[src/rtl/dts_pkg.sv]
`timescale 1ns / 1ps
// Package for the token scanner: request types, automaton state codes,
// token class codes and the keyword/operator transition and accept functions.
// No dependencies.
package dts_pkg;

  typedef struct packed {
    logic [7:0] text_byte;
    logic       end_of_text;
  } byte_req_t;

  typedef struct packed {
    logic [4:0] token_class;
    logic       last_of_run;
  } token_req_t;

  typedef logic [6:0] state_t;
  typedef logic [4:0] class_t;

  localparam state_t ST_IDLE  = 7'd0;
  localparam state_t ST_DEAD  = 7'd1;
  localparam state_t ST_SLASH = 7'd2;
  localparam state_t ST_CBODY = 7'd3;
  localparam state_t ST_CSTAR = 7'd4;
  localparam state_t ST_UNDER = 7'd5;
  localparam state_t ST_IDENT = 7'd6;
  localparam state_t ST_NUM   = 7'd7;
  localparam state_t ST_WORD  = 7'd8;

  localparam class_t CL_ERROR   = 5'd0;
  localparam class_t CL_END     = 5'd1;
  localparam class_t CL_DIVIDE  = 5'd18;
  localparam class_t CL_COMMENT = 5'd29;
  localparam class_t CL_IDENT   = 5'd30;
  localparam class_t CL_NUMBER  = 5'd31;

  localparam logic [7:0] CH_SPACE = 8'h20;
  localparam logic [7:0] CH_DEL   = 8'h7F;
  localparam logic [7:0] CH_STAR  = 8'h2A;
  localparam logic [7:0] CH_SLASH = 8'h2F;
  localparam logic [7:0] CH_UNDER = 8'h5F;

  // first character of a fixed word from the idle state
  function automatic state_t word_start(logic [7:0] c);
    state_t s;
    s = ST_DEAD;
    case (c)
      "i": s = 7'd8;
      "p": s = 7'd13;
      "v": s = 7'd25;
      "t": s = 7'd29;
      "b": s = 7'd33;
      "f": s = 7'd37;
      "w": s = 7'd42;
      "e": s = 7'd47;
      ">": s = 7'd51;
      "<": s = 7'd54;
      "=": s = 7'd57;
      "*": s = 7'd60;
      "!": s = 7'd61;
      "+": s = 7'd63;
      "-": s = 7'd64;
      "{": s = 7'd65;
      "}": s = 7'd66;
      ";": s = 7'd67;
      ",": s = 7'd68;
      "(": s = 7'd69;
      ")": s = 7'd70;
      default: s = ST_DEAD;
    endcase
    return s;
  endfunction

  // next character inside a fixed word prefix
  function automatic state_t word_step(state_t s, logic [7:0] c);
    state_t n;
    logic [7:0] want;
    want = 8'h00;
    n = ST_DEAD;
    case (s)
      7'd8: begin
        if (c == "f") n = 7'd9;
        else if (c == "n") n = 7'd11;
      end
      7'd14: begin
        if (c == "o") n = 7'd15;
        else if (c == "i") n = 7'd22;
      end
      default: begin
        case (s)
          7'd11: want = "t";
          7'd13: want = "r";
          7'd15: want = "g";
          7'd16: want = "r";
          7'd17: want = "a";
          7'd18: want = "m";
          7'd22: want = "n";
          7'd23: want = "t";
          7'd25: want = "o";
          7'd26: want = "i";
          7'd27: want = "d";
          7'd29: want = "r";
          7'd30: want = "u";
          7'd31: want = "e";
          7'd33: want = "o";
          7'd34: want = "o";
          7'd35: want = "l";
          7'd37: want = "a";
          7'd38: want = "l";
          7'd39: want = "s";
          7'd40: want = "e";
          7'd42: want = "h";
          7'd43: want = "i";
          7'd44: want = "l";
          7'd45: want = "e";
          7'd47: want = "l";
          7'd48: want = "s";
          7'd49: want = "e";
          7'd51: want = "=";
          7'd54: want = "=";
          7'd57: want = "=";
          7'd61: want = "=";
          default: want = 8'h00;
        endcase
        if (want != 8'h00 && c == want) begin
          case (s)
            7'd54:   n = 7'd56;
            7'd57:   n = 7'd59;
            default: n = 7'(s + 7'd1);
          endcase
        end
      end
    endcase
    return n;
  endfunction

  // class of a lexeme that ends in state s (comment states excluded)
  function automatic class_t close_class(state_t s);
    class_t k;
    case (s)
      ST_SLASH: k = CL_DIVIDE;
      ST_IDENT: k = CL_IDENT;
      ST_NUM:   k = CL_NUMBER;
      7'd9:     k = 5'd2;
      7'd12:    k = 5'd3;
      7'd19:    k = 5'd4;
      7'd24:    k = 5'd5;
      7'd28:    k = 5'd6;
      7'd32:    k = 5'd7;
      7'd36:    k = 5'd8;
      7'd41:    k = 5'd9;
      7'd46:    k = 5'd10;
      7'd50:    k = 5'd11;
      7'd52:    k = 5'd12;
      7'd51:    k = 5'd13;
      7'd54:    k = 5'd14;
      7'd56:    k = 5'd15;
      7'd57:    k = 5'd16;
      7'd59:    k = 5'd17;
      7'd60:    k = 5'd19;
      7'd62:    k = 5'd20;
      7'd63:    k = 5'd21;
      7'd64:    k = 5'd22;
      7'd65:    k = 5'd23;
      7'd66:    k = 5'd24;
      7'd67:    k = 5'd25;
      7'd68:    k = 5'd26;
      7'd69:    k = 5'd27;
      7'd70:    k = 5'd28;
      default:  k = CL_ERROR;
    endcase
    return k;
  endfunction

endpackage

[src/rtl/dfa_token_scanner_unit.sv]
`timescale 1ns / 1ps
// Byte-serial lexical scanner: one automaton step per accepted byte request,
// token requests leave through a three-entry result queue. Uses dts_pkg.
//
// channel   dir  handshake                 payload
// byte      in   byte_valid / byte_stall   byte_req  (text_byte, end_of_text)
// token     out  token_valid / token_stall token_req (token_class, last_of_run)
//
// One byte request per cycle unless stalled; the automaton step and class
// decode sit between state register and result queue. End of text can add a
// second token request, drained one per cycle unless stalled. byte_stall rises
// while two or more results wait. Synchronous rst clears automaton, halt flag
// and queue. After an error or end token, byte requests are taken and dropped.
module dfa_token_scanner_unit (
  input  logic                  clk,
  input  logic                  rst,
  input  logic                  byte_valid,
  output logic                  byte_stall,
  input  dts_pkg::byte_req_t    byte_req,
  output logic                  token_valid,
  input  logic                  token_stall,
  output dts_pkg::token_req_t   token_req
);
  import dts_pkg::*;

  state_t     state;
  logic       halted;
  logic [1:0] cnt;
  token_req_t q [3];

  logic [7:0] c;
  logic       fin, accept, pop, delim, digit, letter;
  state_t     s1, sfin;
  logic       e1v, halt1, p2, kv, kerr, endv;
  class_t     e1c, k;
  token_req_t r0, r1;
  logic [1:0] n, base, cnt_next;
  token_req_t sh [3];
  token_req_t q_next [3];

  assign c      = byte_req.text_byte;
  assign fin    = (c == 8'h00) || byte_req.end_of_text;
  assign accept = byte_valid && !byte_stall;
  assign pop    = token_valid && !token_stall;
  assign delim  = (c == CH_SPACE) || (c < 8'd32) || (c == CH_DEL);
  assign digit  = (c >= "0") && (c <= "9");
  assign letter = ((c >= "a") && (c <= "z")) || ((c >= "A") && (c <= "Z"));

  // one scan step
  always_comb begin
    s1  = state;
    e1v = 1'b0;
    e1c = CL_ERROR;
    if (c != 8'h00) begin
      if (state == ST_CBODY) begin
        if (c == CH_STAR) s1 = ST_CSTAR;
      end else if (state == ST_CSTAR) begin
        if (c == CH_SLASH) begin
          s1  = ST_IDLE;
          e1v = 1'b1;
          e1c = CL_COMMENT;
        end else if (c != CH_STAR) begin
          s1 = ST_CBODY;
        end
      end else if (delim) begin
        if (state != ST_IDLE) begin
          s1  = ST_IDLE;
          e1v = 1'b1;
          e1c = close_class(state);
        end
      end else if (state == ST_IDLE) begin
        if (c == CH_SLASH) s1 = ST_SLASH;
        else if (c == CH_UNDER) s1 = ST_UNDER;
        else if (digit) s1 = ST_NUM;
        else s1 = word_start(c);
      end else if (state == ST_SLASH) begin
        s1 = (c == CH_STAR) ? ST_CBODY : ST_DEAD;
      end else if (state == ST_UNDER || state == ST_IDENT) begin
        s1 = letter ? ST_IDENT : ST_DEAD;
      end else if (state == ST_NUM) begin
        s1 = digit ? ST_NUM : ST_DEAD;
      end else if (state >= ST_WORD) begin
        s1 = word_step(state, c);
      end else begin
        s1 = ST_DEAD;
      end
    end
  end

  // end-of-text handling and result packing
  always_comb begin
    halt1 = e1v && (e1c == CL_ERROR);
    p2    = fin && !halt1;
    kv    = p2 && (s1 != ST_IDLE);
    k     = (s1 == ST_CBODY || s1 == ST_CSTAR) ? CL_ERROR : close_class(s1);
    kerr  = kv && (k == CL_ERROR);
    endv  = p2 && !kerr;
    sfin  = fin ? ST_IDLE : s1;
    r0    = '{token_class: CL_END, last_of_run: 1'b1};
    r1    = '{token_class: CL_END, last_of_run: 1'b1};
    n     = 2'd0;
    if (e1v) begin
      r0.token_class = e1c;
      n = endv ? 2'd2 : 2'd1;
    end else if (kv) begin
      r0.token_class = k;
      n = endv ? 2'd2 : 2'd1;
    end else if (endv) begin
      n = 2'd1;
    end
    r0.last_of_run = (n == 2'd1);
    if (halted || !accept) n = 2'd0;
  end

  // result queue, head at entry 0
  always_comb begin
    sh[0] = pop ? q[1] : q[0];
    sh[1] = pop ? q[2] : q[1];
    sh[2] = q[2];
    base  = 2'(cnt - {1'b0, pop});
    for (int i = 0; i < 3; i++) begin
      if (n != 2'd0 && 2'(i) == base) q_next[i] = r0;
      else if (n == 2'd2 && 2'(i) == 2'(base + 2'd1)) q_next[i] = r1;
      else q_next[i] = sh[i];
    end
    cnt_next = 2'(base + n);
  end

  assign byte_stall  = cnt[1];
  assign token_valid = (cnt != 2'd0);
  assign token_req   = q[0];

  always_ff @(posedge clk) begin
    if (rst) begin
      state  <= ST_IDLE;
      halted <= 1'b0;
      cnt    <= 2'd0;
    end else begin
      cnt <= cnt_next;
      if (accept && !halted) begin
        state  <= sfin;
        halted <= halt1 || p2;
      end
    end
  end

  always_ff @(posedge clk) begin
    for (int i = 0; i < 3; i++) q[i] <= q_next[i];
  end

endmodule
[config.mk]
export PLATFORM = sky130hd
export DESIGN_NAME = dfa_token_scanner_unit
export DESIGN_NICKNAME = d
export VERILOG_FILES = /design/src/rtl/dts_pkg.sv /design/src/rtl/dfa_token_scanner_unit.sv
export SDC_FILE = /design/constraint.sdc
export NUM_CORES = 1
export LEC_CHECK = 0
export ABC_AREA = 1
export BUFFER_PORTS_ARGS = -buffer_cell sky130_fd_sc_hd__buf_2
export CAP_MARGIN = 20
export CORE_ASPECT_RATIO = 1.5
export CORE_MARGIN = 2
export CORE_UTILIZATION = 69
export CTS_CLUSTER_SIZE = 20
export DETAILED_ROUTE_END_ITERATION = 10
export GPL_TIMING_DRIVEN = 0
export PLACE_DENSITY = 0.95
export SLEW_MARGIN = 20
export SYNTH_ARGS = -nofsm -noshare
export SYNTH_HDL_FRONTEND = slang
export SYNTH_SLANG_ARGS = --single-unit
[constraint.sdc]
create_clock -name clk -period 8.15 [get_ports clk]
set_input_delay 0.4075 -clock clk [delete_from_list [all_inputs] [get_ports clk]]
set_output_delay 0.4075 -clock clk [all_outputs]
set_load 0.01 [all_outputs]
Yosys cells after proc, flatten, opt, wreduce, memory -nomap -nowiden
Memories as Yosys holds them, arrays and structs flattened. A register that Yosys moved wholly into a read port is not among the register bits.
Index checks and enable logic that the tools add are counted.
{"block": "totals", "ramBits": 18, "in_bits": 13, "rom_bits": 1728, "regBits": 10, "elab_cells": 182, "mem_count": 4}
{"block": "op_classes", "n_mux": 71, "n_reduce_logical": 45, "eq_ne": 47, "n_addsub": 4, "magnitude_cmp": 8}
{"name": "(name not given)", "words": 128, "word_bits": 5, "read_ports": 1, "rd_clocked_by_memory_dff": 0, "write_ports": 0, "line": "dts_pkg.sv:140", "rtl": "case (s)"}
{"name": "(name not given)", "words": 128, "word_bits": 5, "read_ports": 1, "rd_clocked_by_memory_dff": 1, "write_ports": 0, "line": "dts_pkg.sv:140"}
{"name": "(name not given)", "words": 64, "word_bits": 7, "read_ports": 1, "rd_clocked_by_memory_dff": 1, "write_ports": 0, "line": "dts_pkg.sv:90", "rtl": "case (s)"}
{"name": "q", "words": 3, "word_bits": 6, "read_ports": 3, "rd_clocked_by_memory_dff": 0, "write_ports": 3, "line": "dfa_token_scanner_unit.sv:29", "rtl": "token_req_t q [3];"}
{"cell": "$pmux 7 s21", "n": 1}
{"cell": "$mux 7", "n": 20}
{"cell": "$eq 8x7->1 const B", "n": 14}
{"cell": "$eq 8x6->1 const B", "n": 13}
{"cell": "$mux 8", "n": 11}
{"cell": "$mux 6", "n": 10}
{"cell": "$mux 5", "n": 11}
{"cell": "$eq 7x3->1 const B", "n": 5}
{"cell": "$pmux 7 s2", "n": 2}
{"cell": "$eq 7x2->1 const B", "n": 3}
{"cell": "$logic_and 1x1->1", "n": 18}
{"cell": "$ge 8x7->1 const B", "n": 2}
{"cell": "$le 8x7->1 const B", "n": 2}
{"cell": "$reduce_bool 8->1", "n": 2}
{"cell": "$eq 7x4->1 const B", "n": 2}
{"cell": "$eq 7x6->1 const B", "n": 2}
{"cell": "$reduce_bool 7->1", "n": 2}
{"cell": "$logic_not 5->1", "n": 2}
{"cell": "$mux 2", "n": 5}
{"cell": "$eq 8x8->1", "n": 1}
{"cell": "$ge 8x6->1 const B", "n": 1}
{"cell": "$le 8x6->1 const B", "n": 1}
{"cell": "$logic_not 8->1", "n": 1}
{"cell": "$logic_or 1x1->1", "n": 8}
{"cell": "other kinds (19)", "n": 36}

Logic depth before layout (Yosys ltp)
{"block": "logic_depth", "word_depth": 40, "ltp_mapped": 44, "depth_no_buf": 43}

Worst setup path after synthesis
OpenSTA, ideal clock, no wires.
{"block": "synth_path", "kind": "reg2reg", "from": "reg state[0] (netlist name)", "to": "mem q[0][12] in the netlist's numbering (enable)", "period_less_slack_ps": 4481, "stages_incl_launch_ff": 38, "path_slack_ps": 3669, "t_arrival_ps": 4104, "required_ps": 7773, "setup_ps": 377, "cell_sequence": "dfxtp_1 > inv_1 > ha_1 > nand2_1 > nor2_1 > nand2_1 > nand2_1 > a21oi_1 > nand2_1 > nand2_1 > nand2_1 > nand2_1 > nand2_1 > nand2_1 > nand2_1 > nand2_1 > nand2_1 > nand2_1 > (+2 left out) > ha_1 > inv_1 > nor2_1 > inv_1 > nand2_1 > nand3_2 > nand2_1 > inv_1 > a21oi_1 > nand2_1 > nor2_1 > nand2_1 > nand2_2 > inv_1 > ha_1 > nand2_1 > nand4_1 > o21ai_0"}
{"element": "to (decl)", "line": "dfa_token_scanner_unit.sv:29"}

==> reports/results.txt <==
Status: finished, final reports clean
Hold path depth: 2
Max Buffers Root-to-Sink: 2
Placed Cells incl. Taps: 951
Final Core Density: 76.1%
Number of synthesized flops with an enable pin: 18
DP Area: 5160 um2
Unrepaired setup endpoints after global routing: no
Cell repeated most along the worst path: nand2_1
Antenna diode count: 0
Iter 0 DRT Violations: 679
Die Width: 73.3 um
Comb pwr share: 57.7%
Worst vdd ir: 0.144 mV
Post-synthesis cell count: 853
Area Growth Syn to Fin: 5.70%
Multiplexer area fraction after synthesis: 0%
P_int: 0.508 mW
Final setup viols: 0
Synth top area share: 19.8%
Setup bufs post-CTS: 0
#FFs+latches synth: 40
Synth top cells by count: nand2_1 (262), inv_1 (106), nor2_1 (106)
Worst Max-Slew Pin Slew: 0.867 ns
Core area: 6900 um2
CTS tree: done
Top-count cell post-synth: nand2_1
Peak Freq: 0.178 GHz
Fill cell count: 568
Distinct cells, synth: 58
Initial antenna violation count: 0
Worst skew pair latency: 0.31 ns
Root buf cell: clkbuf_8
Share of cells above drive strength 1: 12.6%
Placer's final routability congestion estimate: 1.06
Seq pwr share: 29.0%
Asr flop ratio synth: 0%
Synth area leaders: nand2_1 (20%), edfxtp_1 (11%), dfxtp_1 (8.9%)
Clk pwr share: 13.3%
Hold_buf cts: 0
GR Overflow Total: 0
Slowest CP cell: o21ai_0
M1 wire length: 5370 um
Post-DRT Antenna Nets: 0
Crit share post-route: 69.0%
Gr usage total: 38.7%
DR vias/cell: 6.13
Syn Std Cell Area: 4960 um2
P_leak: 2.69 nW
WP data required: 8.09 ns
Sequential fraction of the synthesis area: 19.8%
Worst-path fanout max: 9
Net Sw Power: 0.464 mW
Synth warn: 0
Final instance area: 5250 um2
R2R Setup Slk: 2.53 ns
Final hold viol count: 0
Routed met3 length: 1220 um
Hold WS: 0.482 ns
Total Neg Setup Slack: 0 ns
Synthesized-area fraction occupied by adder cells: 5.04%
Synth Area in Compound Gates: 15.0%
Min-delay worst type: register to register
Net Sw Frac: 47.7%
DR pass1 iterations: 6
Tmin final: 5.62 ns
Reg2reg path depth: 32
First-pass GRT wire length: 24300 um
Die Y-Extent: 108 um
Pwr Density: 185 nW/um2
Fraction of the mapped netlist area in simple logic gates: 47.6%
Syn Nets: 886
Residual DRC count: 0
Final WL: 14600 um
Clk sinks: 40
Hold Path Sink: halted
Largest family of logic cells by synthesized area: simple AND/OR/NAND/NOR gates
Yosys top cell by area: nand2_1
Critical path class: register to register
Die area: 7900 um2
XOR/XNOR Fraction of Synth Area: 0.882%
Cell Rows: 37
Max transition margin: 41.6%
Crit. End Element: register
Largest net degree at the start of global routing: 14
Non-Filler Instances: 959
Met2 WL post-DR: 7130 um
Input/output buffers: 20
Clk slew on worst S/H paths: 0.08 ns
H-tree levels: 2
Hold path startpoint: halted
CP Launch Type: register
Initial core utilization: 72.0%
Via count: 5876
Cts bufs inserted: 5
Reg-to-reg startpoint: state[0]
Crit-path max cell delay: 0.73 ns
Layout Nets: 913
Post-CTS Resized: 0
I/O pin total: 21
Worst Clk Skew: 0.0184 ns
Mean routed wirelength per cell: 15.2 um
Arrival time worst endpoint: 5.56 ns
DPL Wire Length: 11700 um
Avg Cell Area, Syn: 5.82 um2
Max Slew Vio Count: 0
Primary FF master, synth: dfxtp_1
Vias in the first global route: 5552
DR top layer: met4
# Max-Cap Violations: 0
Reg-to-reg endpoint: q[0][16]
-- worst max-delay path, delay by kind of cell, from the launching register on --
| kind | cells | cell delay, ns |
|---|---|---|
| fa+ha+maj | 3 | 0.81 |
| compound gates | 2 | 0.85 |
| flops | 1 | 0.39 |
| buf+inv | 3 | 0.37 |
| simple gates | 24 | 2.84 |
-- metal layers --
layer,GRT usage [%],vias up
li1,-,2821
met1,43.2,2558
met2,65.4,411
met3,7.40,86
met4,24.6,0
met5,0,-
-- cell type report --
cell class	instances	area, um2	share of cell area [%]
plain buffers	18	113	2.15
clock buffers	6	72.6	1.38
clock inverters	2	12.5	0.238
inverters	124	468	8.92
multi-input cells	671	3400	64.8
flip-flops and latches	40	981	18.7
well taps	78	97.6	1.86
repair buffers	20	100	1.91
-- cell families (layout without fill, tap and decap cells) --
| logic type | count (synthesis) | count (layout) |
|---|---|---|
| buf+inv | 142 | 170 |
| xor+xnor | 5 | 5 |
| compound gates | 122 | 122 |
| simple gates | 524 | 524 |
| fa+ha+maj | 20 | 20 |
| flops | 40 | 40 |
-- per-stage QoR --
stage / setup WS, ns / power [mW]
2_1_floorplan: 3.67 / 0.698
3_5_place_dp: 2.70 / 0.828
6_report: 2.53 / 0.972
4_1_cts: 2.68 / 0.958
3_3_place_gp: 2.93 / 0.802
5_1_grt: 2.10 / 1.04
-- power groups by stage --
| stage | clock network [mW] | registers, mW | logic, mW |
|---|---|---|---|
| after floorplan | 0 | 0.282 | 0.416 |
| after global placement | 0 | 0.284 | 0.518 |
| after detailed placement | 0 | 0.286 | 0.542 |
| after CTS | 0.130 | 0.282 | 0.546 |
| after global routing | 0.137 | 0.285 | 0.621 |
| final | 0.130 | 0.282 | 0.560 |
-- how the worst max path moves through the flow --
stage / endpoint / depth (start not counted) / from
after floorplan: q[0][12] / 37 / state[0]
after global placement: q[0][15] / 32 / state[0]
after detailed placement: q[0][15] / 32 / state[0]
after CTS: q[0][14] / 32 / state[0]
after global routing: q[0][14] / 34 / state[0]
final: q[0][16] / 32 / state[0]
-- cells in the final DEF, fill, tap and decap left out, types with 6 or more instances in the layout --
cell	n
o21ai_0	35
dfxtp_1	22
buf_4	6
o211ai_1	8
nand4_1	18
nand2_1	262
a21oi_1	33
nand2_2	11
o21ai_1	12
inv_1	106
nor2_4	7
buf_2	26
inv_2	16
nand3_1	82
nor2_2	10
nor2_1	106
edfxtp_1	18
ha_1	20
Power figures use the tool's default switching activity.
